**config.mk**
```make
export PLATFORM = sky130hd
export DESIGN_NAME = ermmf_queue
export DESIGN_NICKNAME = d
export VERILOG_FILES = /design/src/design/ermmf_pkg.sv /design/src/design/ermmf_queue.sv
export VERILOG_INCLUDE_DIRS = /design/src /design/src/design
export SDC_FILE = /design/constraint.sdc
export NUM_CORES = 1
export LEC_CHECK = 0
export ABC_CLOCK_PERIOD_IN_PS = 1900
export BUFFER_PORTS_ARGS = -buffer_cell sky130_fd_sc_hd__buf_2
export CORE_ASPECT_RATIO = 0.5
export CORE_UTILIZATION = 50
export CTS_BUF_LIST = sky130_fd_sc_hd__clkbuf_4 sky130_fd_sc_hd__clkbuf_8
export DETAILED_ROUTE_END_ITERATION = 12
export GPL_TIMING_DRIVEN = 0
export PLACE_DENSITY = 0.78
export SYNTH_ARGS = -nofsm -noshare
export SYNTH_HDL_FRONTEND = slang
export SYNTH_SLANG_ARGS = --single-unit
```
**constraint.sdc**
```tcl
create_clock -name clk -period 1.9 [get_ports clk]
set_input_delay 0.095 -clock clk [delete_from_list [all_inputs] [get_ports clk]]
set_output_delay 0.095 -clock clk [all_outputs]
set_load 0.02 [all_outputs]
```
**src/design/echo_range_mean_median_filter_top_assert.svh**
```systemverilog
// ============================================================================
// Echo range filter assertion macros
// Shared concurrent assertion forms. Each use relies on clk and rst_n being
// in scope of the module that expands it.
// ============================================================================
`ifndef ECHO_RANGE_MEAN_MEDIAN_FILTER_TOP_ASSERT_SVH
`define ECHO_RANGE_MEAN_MEDIAN_FILTER_TOP_ASSERT_SVH

`ifndef NO_ASSERTIONS

// A condition that holds at every clock edge out of reset.
`define ERMMF_ASSERT(name, cond, msg) \
    name: assert property (@(posedge clk) disable iff (!rst_n) (cond)) else $error(msg);

// A condition that implies another one in the same cycle.
`define ERMMF_ASSERT_IMPL(name, ante, cons, msg) \
    name: assert property (@(posedge clk) disable iff (!rst_n) (ante) |-> (cons)) \
        else $error(msg);

// A condition that implies another one in the following cycle.
`define ERMMF_ASSERT_NEXT(name, ante, cons, msg) \
    name: assert property (@(posedge clk) disable iff (!rst_n) (ante) |=> (cons)) \
        else $error(msg);

`else

`define ERMMF_ASSERT(name, cond, msg)
`define ERMMF_ASSERT_IMPL(name, ante, cons, msg)
`define ERMMF_ASSERT_NEXT(name, ante, cons, msg)

`endif

`endif

```
**src/design/ermmf_pkg.sv**
```systemverilog
// ============================================================================
// Echo range filter package
// Widths, register codes, reset values and shared types of the echo range
// mean and median filter.
// ============================================================================
`default_nettype none

package ermmf_pkg;

    // Field widths.
    localparam int TICKS_W = 16;
    localparam int US_W    = 20;
    localparam int DIST_W  = 24;
    localparam int CFG_W   = 16;
    localparam int UPT_W   = 5;
    localparam int IDX_W   = 2;

    // Distance history.
    localparam int RING_DEPTH = 5;
    localparam int SLOT_W     = 3;
    localparam int RANK_W     = 3;
    localparam int SUM_W      = 27;

    // Division of the history sum by five: multiply by ceil(2^29 / 5) and
    // shift. Exact for every sum of five 24-bit values.
    localparam int             MEAN_SHIFT = 29;
    localparam logic [SUM_W-1:0] MEAN_RECIP = 27'd107374183;

    // Rounding shift for the Q16 to Q8 step.
    localparam int ROUND_SHIFT = 8;

    // Input function codes.
    localparam logic FUNC_ARM     = 1'b0;
    localparam logic FUNC_CAPTURE = 1'b1;

    // Configuration register indexes.
    localparam logic [IDX_W-1:0] CFG_SLOPE       = 2'd0;
    localparam logic [IDX_W-1:0] CFG_INTERCEPT   = 2'd1;
    localparam logic [IDX_W-1:0] CFG_US_PER_TICK = 2'd2;

    // Configuration reset values.
    localparam logic [CFG_W-1:0] SLOPE_RESET     = 16'd1131;
    localparam logic [CFG_W-1:0] INTERCEPT_RESET = 16'd199;
    localparam logic [UPT_W-1:0] UPT_RESET       = 5'd4;

    typedef logic [TICKS_W-1:0] ticks_t;
    typedef logic [US_W-1:0]    us_t;
    typedef logic [DIST_W-1:0]  dist_t;

    // Saturation limits.
    localparam us_t   US_MAX   = '1;
    localparam dist_t DIST_MAX = '1;

    // A measurement handed from the front to the queue.
    typedef struct packed {
        logic   push;
        ticks_t ticks;
    } job_t;

    // Configuration seen by the arithmetic.
    typedef struct packed {
        logic [CFG_W-1:0] slope;
        logic [CFG_W-1:0] intercept;
        logic [UPT_W-1:0] us_per_tick;
    } cfg_t;

endpackage

`default_nettype wire

```
**src/design/ermmf_queue.sv**
```systemverilog
// ============================================================================
// Echo range filter job queue
// Small FIFO of pulse widths between the front end and the arithmetic
// pipeline, so either side can stall on its own.
// ============================================================================
`default_nettype none

`include "echo_range_mean_median_filter_top_assert.svh"

module ermmf_queue #(
    parameter int DEPTH = 2
) (
    input  wire logic              clk,
    input  wire logic              rst_n,
    input  wire ermmf_pkg::job_t   job,
    output logic                   full,
    input  wire logic              pop,
    output logic                   valid,
    output ermmf_pkg::ticks_t      ticks
);
    import ermmf_pkg::*;

    localparam int PTR_W = (DEPTH > 1) ? $clog2(DEPTH) : 1;
    localparam int CNT_W = $clog2(DEPTH + 1);
    localparam logic [PTR_W-1:0] LAST_PTR = PTR_W'(DEPTH - 1);

    ticks_t           entry_reg [DEPTH];
    logic [PTR_W-1:0] wr_ptr_reg;
    logic [PTR_W-1:0] wr_ptr_next;
    logic [PTR_W-1:0] rd_ptr_reg;
    logic [PTR_W-1:0] rd_ptr_next;
    logic [CNT_W-1:0] count_reg;
    logic [CNT_W-1:0] count_next;

    assign full  = (count_reg == CNT_W'(DEPTH));
    assign valid = (count_reg != '0);
    assign ticks = entry_reg[rd_ptr_reg];

    // Pointer and occupancy update.
    always_comb
    begin
        wr_ptr_next = wr_ptr_reg;
        rd_ptr_next = rd_ptr_reg;
        if (job.push)
        begin
            wr_ptr_next = (wr_ptr_reg == LAST_PTR) ? '0 : wr_ptr_reg + PTR_W'(1);
        end
        if (pop)
        begin
            rd_ptr_next = (rd_ptr_reg == LAST_PTR) ? '0 : rd_ptr_reg + PTR_W'(1);
        end
        case ({job.push, pop})
            2'b10:   count_next = count_reg + CNT_W'(1);
            2'b01:   count_next = count_reg - CNT_W'(1);
            default: count_next = count_reg;
        endcase
    end

    always_ff @(posedge clk or negedge rst_n)
    begin
        if (!rst_n)
        begin
            wr_ptr_reg <= '0;
            rd_ptr_reg <= '0;
            count_reg  <= '0;
        end
        else
        begin
            wr_ptr_reg <= wr_ptr_next;
            rd_ptr_reg <= rd_ptr_next;
            count_reg  <= count_next;
        end
    end

    // Entry storage.
    always_ff @(posedge clk)
    begin
        if (job.push)
        begin
            entry_reg[wr_ptr_reg] <= job.ticks;
        end
    end

    `ERMMF_ASSERT(a_q_count_range, count_reg <= CNT_W'(DEPTH), "queue count beyond depth")
    `ERMMF_ASSERT_IMPL(a_q_pop_nonempty, pop, valid, "queue popped while empty")
    `ERMMF_ASSERT_IMPL(a_q_push_room, job.push, !full, "queue pushed while full")
    `ERMMF_ASSERT_NEXT(a_q_push_grows, job.push && !pop,
                       count_reg == $past(count_reg) + CNT_W'(1), "queue count did not grow")

endmodule

`default_nettype wire

```
==> flow_summary.json <==
{
  "tritoncts": "yes",
  "critPathSlowestCell": "dfrtp_1",
  "crit_chain": "buf_6 -> buf_12 -> mux2_4 -> buf_2",
  "r2r_start": "wr_ptr_reg",
  "ant_nets": 0,
  "hp-class": "in -> reg",
  "clk_latency_ps": 280,
  "drv_slew": 0,
  "dr_total_vias": 786,
  "yosys.area.top_type": "edfxtp_1",
  "grt_pass1_wl_um": 3440,
  "drv_cap": 0,
  "period_minus_slack_ps": 1500,
  "track_usage_pct": 17.5,
  "worst_slew_pin_slew_ps": 783,
  "hold_violations": 0,
  "ys.flop_type": "edfxtp_1",
  "crit_buf_inv": 3,
  "routed_wl_um": 2480,
  "antenna_found_initial": 0,
  "clk_pin_slew_worst_paths_ps": 60,
  "critPathKind": "reg -> out",
  "yosysMostFrequentCell": "edfxtp_1",
  "grt_setup_unrepaired": "no",
  "synth_cell_types": 14,
  "crit_path_start": "rd_ptr_reg",
  "grt_pass1_vias": 738,
  "timing.final.crit_share_pct": 79.0,
  "critPathArrivalTime_ps": 1410,
  "power_density_nw_per_um2": 1430,
  "layout.nets": 147,
  "hp-start": "job[15]",
  "rows": 13,
  "seq_area_frac_synth_pct": 76.2,
  "place_area_um2": 1620,
  "worstPathRequired_ps": 1800,
  "clock_skew_ps": 1.83,
  "cts_buffers": 5,
  "status": "finished clean",
  "crit_family": "buffers and inverters",
  "portBuffers": 37,
  "die-area_um2": 3010,
  "p_leak_nw": 0.771,
  "critPathCaptureType": "output pin",
  "synth_top_area_share_pct": 69.0,
  "fin_ws_ps": 400,
  "ys_ff_latch": 36,
  "max_slew_margin_pct": 47.8,
  "ir_drop_uv": 923,
  "place.gp.congestion": 0.660,
  "grt_max_degree": 17,
  "drt_iter0_markers": 38,
  "worstSetupStartpointType": "flip-flop",
  "drc": 0,
  "synth.area.top_cells": "edfxtp_1 (69%), mux2_4 (9.7%), dfrtp_1 (7.2%)",
  "synth_edf_count": 32,
  "yosys_warnings": 0,
  "cts.htree.levels": 2,
  "firstDrtPassIters": 4,
  "async_flop_share_pct": 11.1,
  "grt-ovfl-total": 0,
  "syn-instance-count": 66,
  "cts-root-buf": "clkbuf_8",
  "largest_reg_flops": 32,
  "max_freq_mhz": 667,
  "avgViaCountPerCell": 4.79,
  "final_area_um2": 1880,
  "slowest_delay_ps": 370,
  "dp_worst_setup_slack_ps": 58.4,
  "utilization_pct": 71.8,
  "syn_avg_cell_area_um2": 21.1,
  "die_w_um": 76.6,
  "coreArea_um2": 2620,
  "cts_sinks": 36,
  "n_antenna_cell": 0,
  "critical_path_peak_fanout": 10,
  "pin_count": 38,
  "synth.top_cells.by_count": "edfxtp_1 (32), mux2_4 (9), mux2_2 (7)",
  "clockBufferDepth": 2,
  "die_y_um": 39.3,
  "area_delta_synth_final_pct": 35.0,
  "wire_per_inst_um": 15.1,
  "drive_gt1_share_pct": 51.2,
  "post_cts_buffers": 0,
  "syn-cell-area_um2": 1390,
  "initial_utilization_pct": 53.2,
  "power_mw": 2.69,
  "setup_violations": 0,
  "syn-num-nets": 87,
  "setup_tns_ps": 0
}
-- layer usage --
layer / global-route usage (%) / wire length [µm]
met2: 32.2 / 1310
met5: 0 / 0
met4: 14.9 / 104
met1: 17.1 / 972
met3: 6.28 / 95
-- cell usage in the layout, fill, tap and decap left out --
cell type / n
xor2_1: 3
buf_12: 1
clkbuf_4: 2
mux2_2: 7
clkbuf_8: 6
dlygate4sd3_1: 15
nor2b_1: 1
buf_6: 1
buf_4: 1
xnor2_1: 2
nor2_1: 2
edfxtp_1: 32
buf_2: 37
ha_1: 1
and2_1: 1
or2_2: 1
inv_1: 1
dfrtp_1: 4
mux2_4: 9
-- stage by stage --
step | std cells | hold slack (ps)
3_3_place_gp | 140 | -98.6
3_5_place_dp | 140 | -95.6
6_report | 164 | 6.68
5_1_grt | 164 | 3.43
4_1_cts | 162 | 1.47
2_1_floorplan | 66 | -201
-- report_power, final --
part	internal (mW)	total, mW	switching, mW
clock network	0.324	0.570	0.246
logic	0.464	0.982	0.518
registers	1.07	1.14	0.0708
total	1.85	2.69	0.835
-- layout make-up --
| cell class | count | area, µm² |
|---|---|---|
| clock buffers | 8 | 97.6 |
| well taps | 37 | 46.3 |
| repair buffers | 53 | 343 |
| plain buffers | 2 | 31.3 |
| inverters | 1 | 3.75 |
| multi-input cells | 27 | 297 |
| fillers | 157 | 739 |
| flip-flops and latches | 36 | 1060 |
-- kinds of logic (layout without fill, tap and decap cells) --
group                      after synthesis  count (layout)  synth area share (%)
DFF                                     36              36                  76.2
muxes                                   16              16                  15.4
xor gates and xnor gates                 5               5                  3.15
and+or+nand+nor                          5               5                  1.89
buffers and inverters                    3              64                  2.52
adders and majority gates                1               1                 0.898
-- repair_timing --
item | 4_1_cts | 5_1_grt
hold buffers | 14 | 1
endpoints found under the setup margin | 0 | 0
endpoints found under the hold margin | 29 | 2
resized for setup | 0 | 0
-- final timing paths --
| check | endpoint | slack, ps | cells after the start |
|---|---|---|---|
| min in group asynchronous | rd_ptr_reg | 140 | 2 |
| setup reg to reg | entry_reg[1][4] | 480 | 1 |
| setup / recovery | ticks[13] | 400 | 4 |
| hold / removal | entry_reg[0][15] | 7 | 1 |
| max in group asynchronous | count_reg[0] | 1650 | 2 |
| hold reg to reg | count_reg[1] | 480 | 1 |
No activity file was read; power rests on OpenSTA's default activity.
