[src/design/echo_range_mean_median_filter_top_assert.svh]
// ============================================================================
// Echo range filter assertion macros
// Shared concurrent assertion forms. Each use relies on clk and rst_n being
// in scope of the module that expands it.
// ============================================================================
`ifndef ECHO_RANGE_MEAN_MEDIAN_FILTER_TOP_ASSERT_SVH
`define ECHO_RANGE_MEAN_MEDIAN_FILTER_TOP_ASSERT_SVH

`ifndef NO_ASSERTIONS

// A condition that holds at every clock edge out of reset.
`define ERMMF_ASSERT(name, cond, msg) \
    name: assert property (@(posedge clk) disable iff (!rst_n) (cond)) else $error(msg);

// A condition that implies another one in the same cycle.
`define ERMMF_ASSERT_IMPL(name, ante, cons, msg) \
    name: assert property (@(posedge clk) disable iff (!rst_n) (ante) |-> (cons)) \
        else $error(msg);

// A condition that implies another one in the following cycle.
`define ERMMF_ASSERT_NEXT(name, ante, cons, msg) \
    name: assert property (@(posedge clk) disable iff (!rst_n) (ante) |=> (cons)) \
        else $error(msg);

`else

`define ERMMF_ASSERT(name, cond, msg)
`define ERMMF_ASSERT_IMPL(name, ante, cons, msg)
`define ERMMF_ASSERT_NEXT(name, ante, cons, msg)

`endif

`endif

[src/design/ermmf_pkg.sv]
// ============================================================================
// Echo range filter package
// Widths, register codes, reset values and shared types of the echo range
// mean and median filter.
// ============================================================================
`default_nettype none

package ermmf_pkg;

    // Field widths.
    localparam int TICKS_W = 16;
    localparam int US_W    = 20;
    localparam int DIST_W  = 24;
    localparam int CFG_W   = 16;
    localparam int UPT_W   = 5;
    localparam int IDX_W   = 2;

    // Distance history.
    localparam int RING_DEPTH = 5;
    localparam int SLOT_W     = 3;
    localparam int RANK_W     = 3;
    localparam int SUM_W      = 27;

    // Division of the history sum by five: multiply by ceil(2^29 / 5) and
    // shift. Exact for every sum of five 24-bit values.
    localparam int             MEAN_SHIFT = 29;
    localparam logic [SUM_W-1:0] MEAN_RECIP = 27'd107374183;

    // Rounding shift for the Q16 to Q8 step.
    localparam int ROUND_SHIFT = 8;

    // Input function codes.
    localparam logic FUNC_ARM     = 1'b0;
    localparam logic FUNC_CAPTURE = 1'b1;

    // Configuration register indexes.
    localparam logic [IDX_W-1:0] CFG_SLOPE       = 2'd0;
    localparam logic [IDX_W-1:0] CFG_INTERCEPT   = 2'd1;
    localparam logic [IDX_W-1:0] CFG_US_PER_TICK = 2'd2;

    // Configuration reset values.
    localparam logic [CFG_W-1:0] SLOPE_RESET     = 16'd1131;
    localparam logic [CFG_W-1:0] INTERCEPT_RESET = 16'd199;
    localparam logic [UPT_W-1:0] UPT_RESET       = 5'd4;

    typedef logic [TICKS_W-1:0] ticks_t;
    typedef logic [US_W-1:0]    us_t;
    typedef logic [DIST_W-1:0]  dist_t;

    // Saturation limits.
    localparam us_t   US_MAX   = '1;
    localparam dist_t DIST_MAX = '1;

    // A measurement handed from the front to the queue.
    typedef struct packed {
        logic   push;
        ticks_t ticks;
    } job_t;

    // Configuration seen by the arithmetic.
    typedef struct packed {
        logic [CFG_W-1:0] slope;
        logic [CFG_W-1:0] intercept;
        logic [UPT_W-1:0] us_per_tick;
    } cfg_t;

endpackage

`default_nettype wire

[src/design/ermmf_front.sv]
// ============================================================================
// Echo range filter front end
// Tracks the arm / rising edge / falling edge sequence and emits the pulse
// width in ticks when a falling edge capture completes a measurement.
// ============================================================================
`default_nettype none

module ermmf_front (
    input  wire logic             clk,
    input  wire logic             rst_n,
    input  wire logic             in_valid,
    input  wire logic             in_ready,
    input  wire logic             func,
    input  wire ermmf_pkg::ticks_t capture_time,
    output ermmf_pkg::job_t       job
);
    import ermmf_pkg::*;

    localparam logic [1:0] PH_IDLE      = 2'd0;
    localparam logic [1:0] PH_WAIT_RISE = 2'd1;
    localparam logic [1:0] PH_WAIT_FALL = 2'd2;

    logic [1:0] phase_reg;
    logic [1:0] phase_next;
    ticks_t     start_time_reg;
    ticks_t     start_time_next;
    logic       accept;

    assign accept = in_valid && in_ready;

    // Sequence decode; the width is a plain modulo 2^16 difference.
    always_comb
    begin
        phase_next      = phase_reg;
        start_time_next = start_time_reg;
        job.push        = 1'b0;
        job.ticks       = capture_time - start_time_reg;
        if (accept)
        begin
            if (func == FUNC_ARM)
            begin
                if (phase_reg == PH_IDLE)
                begin
                    phase_next = PH_WAIT_RISE;
                end
            end
            else
            begin
                case (phase_reg)
                    PH_WAIT_RISE:
                    begin
                        start_time_next = capture_time;
                        phase_next      = PH_WAIT_FALL;
                    end
                    PH_WAIT_FALL:
                    begin
                        job.push   = 1'b1;
                        phase_next = PH_IDLE;
                    end
                    default:
                    begin
                        phase_next = phase_reg;
                    end
                endcase
            end
        end
    end

    // Sequence state.
    always_ff @(posedge clk or negedge rst_n)
    begin
        if (!rst_n)
        begin
            phase_reg      <= PH_IDLE;
            start_time_reg <= '0;
        end
        else
        begin
            phase_reg      <= phase_next;
            start_time_reg <= start_time_next;
        end
    end

endmodule

`default_nettype wire

[config.mk]
export PLATFORM = sky130hd
export DESIGN_NAME = ermmf_front
export DESIGN_NICKNAME = d
export VERILOG_FILES = /design/src/design/echo_range_mean_median_filter_top_assert.svh /design/src/design/ermmf_pkg.sv /design/src/design/ermmf_front.sv
export SDC_FILE = /design/constraint.sdc
export NUM_CORES = 1
export LEC_CHECK = 0
export ABC_AREA = 1
export BUFFER_PORTS_ARGS = -buffer_cell sky130_fd_sc_hd__buf_4
export CAP_MARGIN = 25
export CORE_UTILIZATION = 45
export DETAILED_ROUTE_END_ITERATION = 6
export GPL_TIMING_DRIVEN = 0
export PLACE_DENSITY = 0.8
export SLEW_MARGIN = 20
export SYNTH_ARGS = -nofsm -noshare
export SYNTH_HDL_FRONTEND = slang
export SYNTH_SLANG_ARGS = --single-unit
[constraint.sdc]
create_clock -name clk -period 3.88 [get_ports clk]
set_input_delay 0.388 -clock clk [delete_from_list [all_inputs] [get_ports clk]]
set_output_delay 0.388 -clock clk [all_outputs]
set_load 0.02 [all_outputs]
==> flow_metrics.py <==
metrics = {
    "clocking": {
        "cts.sinks": 18,
        "insertion_delay_ns": 0.25,
        "cts_tree": "yes",
        "cts_hold_buf": 0,
        "cts.clk_slew.worst_paths_ns": 0.07,
        "cts.repair.resized": 0,
        "htree_levels": 1,
        "cts_root_buf": "clkbuf_8",
        "cts_setup_buffers": 0,
        "numCtsBuffers": 3,
        "clock_path_buffers": 2,
    },
    "timing": {
        "rsz0062_at_grt": "false",
        "holdWs_ns": -0.00320,
        "tightest_slew_ns": 0.233,
        "worst_slack_ns": 1.45,
        "drv_slew": 0,
        "clock_skew_ns": 0.00119,
        "hold_viol_final": 9,
        "slew_headroom_pct": 84.5,
        "post-route-min-period_ns": 2.43,
        "min_period_over_period_pct": 62.6,
        "fmax_mhz": 411,
        "setup_viol": 0,
        "fin_tns_setup_ns": 0,
    },
    "finish": {
        "largest_register_ffs": 16,
        "insertedDiodeCount": 0,
        "post-route-util_pct": 59.3,
        "final_nets": 342,
        "syn2layout_area_growth_pct": 22.4,
        "drive_gt1_share_pct": 18.8,
    },
    "power_and_ir_drop": {
        "p_clk_share_pct": 7.2,
        "intPower_mw": 0.867,
        "seqPwrFrac_pct": 17.4,
        "power_switching_mw": 0.895,
        "ir_drop_mv": 0.426,
        "leakage_nw": 1.26,
        "power.density_nw_per_um2": 856,
        "comb_power_share_pct": 75.4,
        "netSwitchingFraction_pct": 50.8,
    },
    "status": {
        "status": "finished with violations",
        "violations": "negative hold slack",
    },
    "worst_setup_path": {
        "crit_fanout": 3,
        "endpoint_kind": "output pin",
        "critical_path_class": "flip-flop to output pin",
        "cp_common_cell": "nand3_1",
        "crit_chain": "ha_1 > fa_1 > inv_1 > nand3_1 > nand3_1 > nand3_1 > nand3_1 > nand2_1 > nand2_1 > buf_4",
        "slowest_stage": "fa_1",
        "cp_slowest_stage_delay_ns": 0.41,
        "start_kind": "flip-flop",
        "cp.arrival_ns": 2.04,
        "required_ns": 3.49,
    },
    "floorplanning": {
        "rows": 21,
        "initial_utilization_pct": 48.5,
        "die_w_um": 63.1,
        "core_region_area_um2": 3470,
        "dieArea_um2": 3990,
        "die_y_um": 63.1,
        "io_pins": 38,
    },
    "route": {
        "first_pass_iters": 5,
        "remaining_drc_errors": 0,
        "drt_wl_total_um": 3440,
        "vias": 1606,
        "drt_iter0_markers": 55,
        "wl_per_cell_um": 9.87,
        "via_per_inst": 4.60,
        "antenna_left": 0,
    },
    "logic_synthesis": {
        "yosysWarnings": 0,
        "synthTopCellsByArea": "dfrtp_1, nand2_1, inv_1",
        "syn_area_per_cell_um2": 6.39,
        "yosysSeqAreaShare_pct": 26.8,
        "synth_nets": 300,
        "synthMuxAreaShare_pct": 0.670,
        "synthCells": 263,
        "yosysUniqueCellTypes": 26,
        "netlist_area_um2": 1680,
        "synth_top_area_share_pct": 26.8,
        "synth.ff_latch_count": 18,
        "synth_adder_area_share_pct": 12.4,
        "synthXorXnorAreaFrac_pct": 4.17,
        "yosys.area_share.simple_pct": 32.7,
        "yosys.area.top_type": "dfrtp_1",
        "synth_top_family_by_area": "simple AND/OR/NAND/NOR gates",
        "synth_compound_area_share_pct": 9.23,
    },
    "global_routing": {
        "first_global_vias": 1439,
        "grt_use_total_pct": 18.5,
        "grt_start_max_net_pins": 19,
        "antenna_found_initial": 0,
        "grt_pass1_wl_um": 5980,
        "grt_overflow_total": 0,
    },
    "placement": {
        "dp_hpwl_um": 2900,
        "pre_cts_slack_ns": 1.59,
        "port_buffers": 37,
        "place.gp.congestion": 0.900,
    },
    "hold_path": {
        "hp-class": "input port to asynchronous set/reset pin",
    },
    "job": {
        "maxCapViolCount": 0,
    },
}
[power groups by stage]
| stage | clock [mW] | sequential [mW] | combinational [mW] |
|---|---|---|---|
| floorplan | 0 | 0.303 | 0.920 |
| global placement | 0 | 0.306 | 1.30 |
| detailed placement | 0 | 0.308 | 1.33 |
| CTS | 0.131 | 0.305 | 1.33 |
| global route | 0.137 | 0.315 | 1.48 |
| finish | 0.127 | 0.306 | 1.33 |
[cells by family (layout without fill, tap and decap cells)]
logic type,count (synthesis),after routing
simple gates,129,129
buf+inv,62,102
compound gates,29,29
flops,18,18
fa+ha+maj,16,16
xor+xnor,8,8
mux,1,1
[per-layer routing]
| layer | up-vias | global-route usage [%] | part of all wire [%] |
|---|---|---|---|
| met4 | 0 | 3.49 | 0.23 |
| met1 | 691 | 25.8 | 51 |
| met2 | 28 | 30.9 | 44 |
| met5 | - | 0 | 0 |
| met3 | 2 | 2.17 | 3.9 |
| li1 | 885 | - | - |
[final cells by class]
| cell class | count | area, um^2 |
|---|---|---|
| plain buffers | 3 | 15.0 |
| clock buffers | 3 | 41.3 |
| fillers | 355 | 1410 |
| inverters | 59 | 221 |
| multi-input cells | 183 | 995 |
| flip-flops and latches | 18 | 450 |
| well taps | 46 | 57.6 |
| repair buffers | 37 | 278 |
[through the flow]
stage / hold slack (ns) / power, mW / std cells / area, um^2
6_report: -0.00320 / 1.76 / 349 / 2060
5_1_grt: 0.0123 / 1.93 / 349 / 2060
4_1_cts: 0.00112 / 1.77 / 349 / 2060
3_5_place_dp: 0.269 / 1.64 / 346 / 2020
3_3_place_gp: 0.270 / 1.61 / 346 / 2020
2_1_floorplan: 0.0924 / 1.22 / 263 / 1680
[critical path, delay by kind of cell (launching register included)]
kind          cells  cell delay, ns
fa+ha+maj         2            0.64
buf+inv           2            0.24
flops             1            0.38
simple gates      6            0.53
[layout by cell type, fill, tap and decap left out, types with 2 or more instances in the layout]
| cell type | synthesis | layout |
|---|---|---|
| buf_2 | 3 | 3 |
| clkbuf_8 | 0 | 3 |
| a21oi_2 | 2 | 2 |
| inv_2 | 3 | 3 |
| inv_1 | 55 | 55 |
| o21ai_0 | 2 | 2 |
| nand2_2 | 5 | 5 |
| o21ai_1 | 2 | 2 |
| nor3_1 | 2 | 2 |
| nor2_1 | 24 | 24 |
| nand4_1 | 2 | 2 |
| xnor2_1 | 3 | 3 |
| nand2_1 | 78 | 78 |
| ha_1 | 15 | 15 |
| nand3_1 | 13 | 13 |
| xor2_1 | 5 | 5 |
| a21oi_1 | 22 | 22 |
| buf_4 | 0 | 37 |
| dfrtp_1 | 18 | 18 |
[path summary, 6_finish.rpt]
check	cells past startpoint	start	to	slack [ns]
worst min-delay path	1	rst_n	start_time_reg[0]$_DFFE_PN0P_	-0.003
worst max register to register	6	phase_reg[0]$_DFFE_PN0P_	start_time_reg[4]$_DFFE_PN0P_	2.72
min in group clk	2	capture_time[15]	start_time_reg[15]$_DFFE_PN0P_	0.37
max in group asynchronous	1	rst_n	phase_reg[0]$_DFFE_PN0P_	3.69
worst min register to register	2	start_time_reg[0]$_DFFE_PN0P_	start_time_reg[0]$_DFFE_PN0P_	0.51
worst max-delay path	10	start_time_reg[0]$_DFFE_PN0P_	job[12]	1.45
[cells in the mapped netlist (all sizes together)]
library cell / number
a21oi: 24
mux2: 1
nor2: 25
nand4: 2
or2: 1
buf: 3
ha: 15
xnor2: 3
nor3: 4
o21ai: 4
xor2: 5
o21bai: 1
fa: 1
dfrtp: 18
nand2: 83
clkinv: 1
nand3: 14
inv: 58
No activity file was read; power rests on OpenSTA's default activity.
